`src/hdl/nsr_pkg.sv`:
```
`timescale 1ns / 1ps
`default_nettype none
// ----------------------------------------------------------------------------
// nsr_pkg
// Shared constants and controller/datapath interface types for the
// Newton square root block.
// ----------------------------------------------------------------------------
package nsr_pkg;

	localparam int DATA_W          = 32;
	localparam int TOL_W           = 16;
	localparam int STEPS_W         = 6;
	localparam int STEPS_SAT       = 63;
	localparam int MAX_ITERS_DEF   = 32;
	localparam int FRAC_BITS_DEF   = 16;
	localparam logic [TOL_W-1:0] TOL_RESET = 16'd66;

	// commands from the controller to the datapath
	typedef struct packed {
		logic load;       // take the radicand, first guess is half of it
		logic sq_mul;     // square the guess
		logic sq_err;     // absolute error of the square against the radicand
		logic div_start;  // load the divider with radicand and guess
		logic div_step;   // one radix-2 quotient bit
		logic update;     // average guess and quotient, count the step
		logic emit;       // move the result into the output register
	} nsr_cmd_t;

	// status from the datapath to the controller
	typedef struct packed {
		logic err_gt;     // error above tolerance
		logic steps_cap;  // step cap reached
		logic div_last;   // last divider step in progress
		logic out_busy;   // output register full and not taken this cycle
	} nsr_sts_t;

endpackage
`default_nettype wire

```
`src/hdl/nsr_ctrl.sv`:
```
`timescale 1ns / 1ps
`default_nettype none
// ----------------------------------------------------------------------------
// nsr_ctrl
// Sequencer for the Newton iteration: square, error check, divide, update.
// ----------------------------------------------------------------------------
module nsr_ctrl (
	input  wire              clk,
	input  wire              arst_n,
	input  wire              in_valid,
	output logic             in_ready,
	input  nsr_pkg::nsr_sts_t sts,
	output nsr_pkg::nsr_cmd_t cmd
);
	import nsr_pkg::*;

	localparam logic [2:0] ST_IDLE      = 3'd0;
	localparam logic [2:0] ST_SQ_MUL    = 3'd1;
	localparam logic [2:0] ST_SQ_ERR    = 3'd2;
	localparam logic [2:0] ST_CHECK     = 3'd3;
	localparam logic [2:0] ST_DIV_START = 3'd4;
	localparam logic [2:0] ST_DIV_RUN   = 3'd5;
	localparam logic [2:0] ST_UPDATE    = 3'd6;
	localparam logic [2:0] ST_FINISH    = 3'd7;

	logic [2:0] state_q;
	logic [2:0] state_nxt;

	always_comb begin
		state_nxt = state_q;
		cmd       = '0;
		unique case (state_q)
			ST_IDLE: begin
				if (in_valid) begin
					cmd.load  = 1'b1;
					state_nxt = ST_SQ_MUL;
				end
			end
			ST_SQ_MUL: begin
				cmd.sq_mul = 1'b1;
				state_nxt  = ST_SQ_ERR;
			end
			ST_SQ_ERR: begin
				cmd.sq_err = 1'b1;
				state_nxt  = ST_CHECK;
			end
			ST_CHECK: begin
				if (sts.err_gt && !sts.steps_cap)
					state_nxt = ST_DIV_START;
				else
					state_nxt = ST_FINISH;
			end
			ST_DIV_START: begin
				cmd.div_start = 1'b1;
				state_nxt     = ST_DIV_RUN;
			end
			ST_DIV_RUN: begin
				cmd.div_step = 1'b1;
				if (sts.div_last)
					state_nxt = ST_UPDATE;
			end
			ST_UPDATE: begin
				cmd.update = 1'b1;
				state_nxt  = ST_SQ_MUL;
			end
			ST_FINISH: begin
				// wait here only while the previous result is still unclaimed
				if (!sts.out_busy) begin
					cmd.emit  = 1'b1;
					state_nxt = ST_IDLE;
				end
			end
			default: state_nxt = ST_IDLE;
		endcase
	end

	always_ff @(posedge clk or negedge arst_n) begin
		if (!arst_n)
			state_q <= ST_IDLE;
		else
			state_q <= state_nxt;
	end

	assign in_ready = (state_q == ST_IDLE);

endmodule
`default_nettype wire

```
`src/hdl/nsr_dp.sv`:
```
`timescale 1ns / 1ps
`default_nettype none
// ----------------------------------------------------------------------------
// nsr_dp
// Datapath: guess register, squarer, error unit, radix-2 restoring divider,
// step counter, tolerance register and output register.
// ----------------------------------------------------------------------------
module nsr_dp #(
	parameter int MAX_ITERS = nsr_pkg::MAX_ITERS_DEF,
	parameter int FRAC_BITS = nsr_pkg::FRAC_BITS_DEF
) (
	input  wire                            clk,
	input  wire                            arst_n,
	input  nsr_pkg::nsr_cmd_t              cmd,
	output nsr_pkg::nsr_sts_t              sts,
	input  wire  [nsr_pkg::DATA_W-1:0]     radicand,
	input  wire                            cfg_we,
	input  wire  [nsr_pkg::TOL_W-1:0]      cfg_wdata,
	output logic                           out_valid,
	input  wire                            out_ready,
	output logic [nsr_pkg::DATA_W-1:0]     out_root,
	output logic [nsr_pkg::STEPS_W-1:0]    out_steps,
	output logic                           out_not_conv
);
	import nsr_pkg::*;

	localparam int DIV_W   = DATA_W + FRAC_BITS;
	localparam int DCNT_W  = $clog2(DIV_W + 1);
	localparam int SCNT_RAW = $clog2(MAX_ITERS + 1);
	localparam int STEP_W  = (SCNT_RAW > STEPS_W) ? SCNT_RAW : STEPS_W;
	localparam int PROD_W  = 2 * DATA_W;

	logic [TOL_W-1:0]  tol_q;
	logic [DATA_W-1:0] rad_q;
	logic [DATA_W-1:0] guess_q;
	logic [PROD_W-1:0] prod_q;
	logic [PROD_W-1:0] err_q;
	logic [STEP_W-1:0] step_q;

	logic [DATA_W:0]   rem_q;
	logic [DIV_W-1:0]  quo_q;
	logic [DATA_W-1:0] dvs_q;
	logic [DCNT_W-1:0] dcnt_q;

	logic [PROD_W-1:0] sq_w;
	logic [PROD_W-1:0] rad_w;
	logic [DATA_W:0]   rem_sh;
	logic [DATA_W+1:0] trial;
	logic [DIV_W:0]    sum_w;
	logic [DIV_W-1:0]  avg_w;
	logic [DATA_W-1:0] new_guess;

	always_ff @(posedge clk or negedge arst_n) begin
		if (!arst_n)
			tol_q <= TOL_RESET;
		else if (cfg_we)
			tol_q <= cfg_wdata;
	end

	assign sq_w  = prod_q >> FRAC_BITS;
	assign rad_w = PROD_W'(rad_q);

	// restoring division, one quotient bit per cycle
	assign rem_sh = {rem_q[DATA_W-1:0], quo_q[DIV_W-1]};
	assign trial  = {1'b0, rem_sh} - {2'b00, dvs_q};

	assign sum_w     = (DIV_W+1)'(quo_q) + (DIV_W+1)'(dvs_q);
	assign avg_w     = sum_w[DIV_W:1];
	assign new_guess = (avg_w > DIV_W'({DATA_W{1'b1}})) ? {DATA_W{1'b1}} : avg_w[DATA_W-1:0];

	always_ff @(posedge clk) begin
		if (cmd.load) begin
			rad_q   <= radicand;
			guess_q <= radicand >> 1;
		end else if (cmd.update) begin
			guess_q <= new_guess;
		end
		if (cmd.sq_mul)
			prod_q <= PROD_W'(guess_q) * PROD_W'(guess_q);
		if (cmd.sq_err)
			err_q <= (sq_w > rad_w) ? (sq_w - rad_w) : (rad_w - sq_w);
		if (cmd.div_start) begin
			rem_q <= '0;
			quo_q <= DIV_W'(rad_q) << FRAC_BITS;
			// a zero guess divides as one LSB
			dvs_q <= (guess_q == '0) ? DATA_W'(1) : guess_q;
		end else if (cmd.div_step) begin
			if (!trial[DATA_W+1]) begin
				rem_q <= trial[DATA_W:0];
				quo_q <= {quo_q[DIV_W-2:0], 1'b1};
			end else begin
				rem_q <= rem_sh;
				quo_q <= {quo_q[DIV_W-2:0], 1'b0};
			end
		end
	end

	always_ff @(posedge clk or negedge arst_n) begin
		if (!arst_n) begin
			step_q <= '0;
			dcnt_q <= '0;
		end else begin
			if (cmd.load)
				step_q <= '0;
			else if (cmd.update)
				step_q <= step_q + STEP_W'(1);
			if (cmd.div_start)
				dcnt_q <= DCNT_W'(DIV_W);
			else if (cmd.div_step)
				dcnt_q <= dcnt_q - DCNT_W'(1);
		end
	end

	assign sts.err_gt    = err_q > PROD_W'(tol_q);
	assign sts.steps_cap = step_q == STEP_W'(MAX_ITERS);
	assign sts.div_last  = dcnt_q == DCNT_W'(1);
	assign sts.out_busy  = out_valid && !out_ready;

	always_ff @(posedge clk or negedge arst_n) begin
		if (!arst_n)
			out_valid <= 1'b0;
		else if (cmd.emit)
			out_valid <= 1'b1;
		else if (out_ready)
			out_valid <= 1'b0;
	end

	always_ff @(posedge clk) begin
		if (cmd.emit) begin
			out_root     <= guess_q;
			out_steps    <= (step_q > STEP_W'(STEPS_SAT)) ? STEPS_W'(STEPS_SAT)
			                                               : step_q[STEPS_W-1:0];
			out_not_conv <= sts.err_gt;
		end
	end

endmodule
`default_nettype wire

```
`src/hdl/newton_square_root.sv`:
```
`timescale 1ns / 1ps
`default_nettype none
// ----------------------------------------------------------------------------
// newton_square_root
// Square root of an unsigned Q16.16 value by Heron/Newton iteration.
// ----------------------------------------------------------------------------
// each step runs the radix-2 divider, one quotient bit per cycle
// one request in flight; a new request is taken while the last result waits
// reset clears control and sets tolerance to 66; no memory to clear
module newton_square_root #(
	parameter int MAX_ITERS = nsr_pkg::MAX_ITERS_DEF,
	parameter int FRAC_BITS = nsr_pkg::FRAC_BITS_DEF
) (
	input  wire         clk,
	input  wire         arst_n,
	input  wire         s_axis_tvalid,
	output logic        s_axis_tready,
	input  wire  [31:0] s_axis_tdata,  // [31:0] radicand
	output logic        m_axis_tvalid,
	input  wire         m_axis_tready,
	output logic [39:0] m_axis_tdata,  // [31:0] root, [37:32] steps_taken, zero pad
	output logic        m_axis_tuser,  // [0] not_converged
	input  wire         cfg_we,
	input  wire  [15:0] cfg_wdata      // tolerance
);
	import nsr_pkg::*;

	localparam int CAP = (MAX_ITERS > STEPS_SAT) ? STEPS_SAT : MAX_ITERS;

	nsr_cmd_t            cmd;
	nsr_sts_t            sts;
	logic [DATA_W-1:0]   root;
	logic [STEPS_W-1:0]  steps_taken;
	logic                not_converged;

	nsr_ctrl u_ctrl (
		.clk      (clk),
		.arst_n   (arst_n),
		.in_valid (s_axis_tvalid),
		.in_ready (s_axis_tready),
		.sts      (sts),
		.cmd      (cmd)
	);

	nsr_dp #(
		.MAX_ITERS (MAX_ITERS),
		.FRAC_BITS (FRAC_BITS)
	) u_dp (
		.clk          (clk),
		.arst_n       (arst_n),
		.cmd          (cmd),
		.sts          (sts),
		.radicand     (s_axis_tdata),
		.cfg_we       (cfg_we),
		.cfg_wdata    (cfg_wdata),
		.out_valid    (m_axis_tvalid),
		.out_ready    (m_axis_tready),
		.out_root     (root),
		.out_steps    (steps_taken),
		.out_not_conv (not_converged)
	);

	assign m_axis_tdata = {2'b00, steps_taken, root};
	assign m_axis_tuser = not_converged;

	// one request at a time
	a_one_in_flight: assert property (@(posedge clk) disable iff (!arst_n)
		(s_axis_tvalid && s_axis_tready) |=> !s_axis_tready)
		else $error("request accepted while another is in progress");

	a_steps_bound: assert property (@(posedge clk) disable iff (!arst_n)
		m_axis_tvalid |-> (m_axis_tdata[37:32] <= STEPS_W'(CAP)))
		else $error("step count above cap");

	a_nc_at_cap: assert property (@(posedge clk) disable iff (!arst_n)
		(m_axis_tvalid && m_axis_tuser) |-> (m_axis_tdata[37:32] == STEPS_W'(CAP)))
		else $error("not converged flagged before step cap");

	a_no_emit_busy: assert property (@(posedge clk) disable iff (!arst_n)
		cmd.emit |-> !(m_axis_tvalid && !m_axis_tready))
		else $error("result overwrote an unclaimed result");

endmodule
`default_nettype wire

```
`config.mk`:
```
export PLATFORM = sky130hd
export DESIGN_NAME = newton_square_root
export DESIGN_NICKNAME = d
export VERILOG_FILES = /design/src/hdl/nsr_pkg.sv /design/src/hdl/nsr_ctrl.sv /design/src/hdl/nsr_dp.sv /design/src/hdl/newton_square_root.sv
export SDC_FILE = /design/constraint.sdc
export NUM_CORES = 2
export LEC_CHECK = 0
export ABC_AREA = 1
export ABC_CLOCK_PERIOD_IN_PS = 10050
export BUFFER_PORTS_ARGS = -buffer_cell sky130_fd_sc_hd__buf_2
export CAP_MARGIN = 30
export CORE_MARGIN = 8
export CORE_UTILIZATION = 55
export CTS_CLUSTER_SIZE = 25
export DETAILED_ROUTE_END_ITERATION = 8
export PLACE_DENSITY_LB_ADDON = 0.25
export SYNTH_ARGS = -nofsm -noshare
export SYNTH_HDL_FRONTEND = slang
export SYNTH_SLANG_ARGS = --single-unit
```
`constraint.sdc`:
```
create_clock -name clk -period 10.05 [get_ports clk]
set_input_delay 2.01 -clock clk [delete_from_list [all_inputs] [get_ports clk]]
set_output_delay 2.01 -clock clk [all_outputs]
set_load 0.05 [all_outputs]
```
==> flow_summary.toml <==
[worst_setup_path]
end_kind = "flop"
critPathSlowestCell = "edfxtp_1"
worstPathArrival_ns = 8.67
path_class = "flop to flop"
critPathLaunchType = "flop"
critical_path_required_ns = 10.39
cp_slowest_stage_delay_ns = 0.92
path_max_fanout = 24
crit_path_frequent_cell = "fa_1"

[global_routing]
grt_max_degree = 60
grt_first_pass_wirelength_um = 257800
overflow = 0
grt_pass1_vias = 44860
antenna_found_initial = 8
gr-usage-all-layers_pct = 31.14

[logic_synthesis]
syn_area_per_cell_um2 = 7.962
seq_area_frac_synth_pct = 18.13
yosysWarnings = 0
async_flop_share_pct = 9.302
ys.flop_type = "edfxtp_1"
synth-edff-count = 263
syn_inst = 6705
ys_seq_elements = 344
synth_area_um2 = 53390
synth_cell_types = 58

[placement]
dpl_cell_area_um2 = 55050
gp_congestion = 0.9930
dpl.hpwl_um = 137800
port_buffers = 93
post-place-cells = 7896

[timing]
worst_pin_slew_ns = 1.105
max_slew_margin_pct = 26.35
fin_crit_sh_pct = 82.93
hold_viol = 0
hold_ws_ns = 0.4711
rsz0062_at_grt = "false"
tns_ns = 0
fmax_mhz = 120.0
fin_worst_skew_ns = 0.03754
maxSlewViolCount = 0
setup_viol = 0
fin_crit_ns = 8.335

[drt]
avgViaCountPerCell = 5.426
wire_per_inst_um = 21.06
first_pass_iters = 6
drc = 0
dr_total_vias = 43270
drt-initial-drc-count = 3590
routed_wirelength_um = 168000
antenna_left = 0

[cells_and_area]
instances_no_fill = 7975
syn2layout_area_growth_pct = 5.779
finalNetCount = 7953
postLayoutCellArea_um2 = 56470
drive_above_1_share_pct = 4.495

[die]
start_util_pct = 55.37
die_w_um = 327.6
die_y_um = 327.6
rows = 114
core-area_um2 = 96420
die_area_um2 = 107300
pin_count = 96

[cts]
post-cts-setup-buffers = 0
path_clk_slew_ns = 0.06
insertion_delay_ns = 0.60
cts_tree = "yes"
htreeDepth = 2
cts_hold_buf = 0
cts_resized = 0
cts_root_buf = "clkbuf_16"
clockBufferDepth = 3
cts_sinks = 344
numCtsBuffers = 41

[worst_hold_path]
hold_class = "flop to flop"

[outcome]
status = "finished, final reports clean"

[flow_run]
maxCapViolCount = 0
-- cell usage in the layout, fill, tap and decap left out, types with 9 or more instances in the layout --
| master | n |
|---|---|
| o22ai_1 | 34 |
| edfxtp_1 | 263 |
| a31oi_1 | 30 |
| or2_2 | 35 |
| nor2_1 | 401 |
| xor2_1 | 134 |
| dfrtp_1 | 30 |
| nor4_1 | 26 |
| o21ai_0 | 260 |
| dfxtp_1 | 48 |
| a21oi_1 | 269 |
| inv_1 | 1782 |
| o211ai_1 | 12 |
| ha_1 | 437 |
| o21bai_1 | 39 |
| fa_1 | 797 |
| buf_2 | 93 |
| xnor2_1 | 64 |
| buf_4 | 50 |
| a21o_1 | 29 |
| nor3_1 | 39 |
| clkbuf_16 | 42 |
| nand4_1 | 34 |
| nand2_1 | 1431 |
| nor2_2 | 9 |
| inv_2 | 14 |
| nand3_1 | 160 |
| o21a_1 | 13 |
-- worst max-delay path: cells and delay by family (launching register included) --
kind | cells | cell delay [ns]
flip-flops | 1 | 0.92
XOR/XNOR | 1 | 0.44
adder cells (fa/ha/maj) | 9 | 4.29
buffers and inverters | 8 | 1.00
AO/OA/AOI/OAI | 1 | 0.51
AND/OR/NAND/NOR | 6 | 0.91
-- area by class of cell --
cell class                 count  area (um2)
clock inverter                19       207.7
tap                         1276        1597
multi-input combinational   4327       36030
antenna                        3       7.507
timing repair buffer         153        1061
fill                        8890       39950
clock buffer                  54        1136
sequential                   344        9683
inverter                    1799        6753
-- registers in the layout, indices dropped and copies added (netlist names) --
| name | count |
|---|---|
| u_ctrl.state_q | 3 |
| u_dp.dcnt_q | 6 |
| u_dp.dvs_q | 32 |
| u_dp.err_q | 49 |
| u_dp.guess_q | 32 |
| u_dp.out_not_conv | 1 |
| u_dp.out_root | 32 |
| u_dp.out_steps | 6 |
| u_dp.out_valid | 1 |
| u_dp.prod_q | 48 |
| u_dp.quo_q | 48 |
| u_dp.rad_q | 32 |
| u_dp.rem_q | 32 |
| u_dp.step_q | 6 |
| u_dp.tol_q | 16 |
-- per-stage QoR --
stage                     worst slack (ns)  utilization [%]
final                                1.715            58.57
after global routing                 1.519            58.56
after CTS                            1.887            58.49
after detailed placement             1.896            57.09
after global placement               1.935            57.02
after floorplan                      2.754                -
-- path summary, 6_finish.rpt --
path	start	endpoint	slack (ns)	cells past startpoint
max	u_dp.guess_q[15]	u_dp.prod_q[31]	1.72	25
max in group asynchronous	arst_n	u_ctrl.state_q[1]	8.07	1
min in group asynchronous	arst_n	u_dp.tol_q[9]	1.50	1
max reg2reg	u_dp.guess_q[15]	u_dp.prod_q[31]	1.72	25
min	u_dp.rem_q[25]	u_dp.rem_q[25]	0.47	2
min reg2reg	u_dp.rem_q[25]	u_dp.rem_q[25]	0.47	2
-- Yosys cell counts, drive strengths merged, types with 39 or more instances --
cell    instances  area (um2)
a21oi         269        1346
buf            39       229.0
clkbuf        197       752.0
dfxtp          49       980.9
edfxtp        263        7898
fa            797       15960
ha            437        5468
inv          1797        6745
nand2        1433        5381
nand3         162       815.8
nor2          417        1600
nor3           40       200.2
o21ai         267        1336
o21bai         39       292.8
xnor2          64       560.5
xor2          134        1174
-- logic make-up (layout without fill, tap and decap cells) --
| family | count (synthesis) | count (layout) | share of synthesized area [%] |
|---|---|---|---|
| buffers and inverters | 2035 | 2025 | 14.49 |
| multiplexers | 2 | 2 | 0.03984 |
| AND/OR/NAND/NOR | 2161 | 2161 | 16.28 |
| adder cells (fa/ha/maj) | 1234 | 1234 | 40.13 |
| AO/OA/AOI/OAI | 730 | 730 | 7.673 |
| XOR/XNOR | 198 | 198 | 3.248 |
| flip-flops | 344 | 344 | 18.13 |
| other | 1 | 5 | 0.007024 |
-- routing by layer --
layer | vias to the layer above | track usage [%] | wire length (um)
met4 | 6 | 9.937 | 6083
met2 | 1693 | 51.83 | 79270
met1 | 21210 | 41.38 | 68460
met3 | 334 | 5.486 | 14110
li1 | 20030 | - | -
met5 | - | 0 | 46
Power is not shown: default switching activity piles up to over one toggle a cycle in this logic, so the estimate is an artifact.
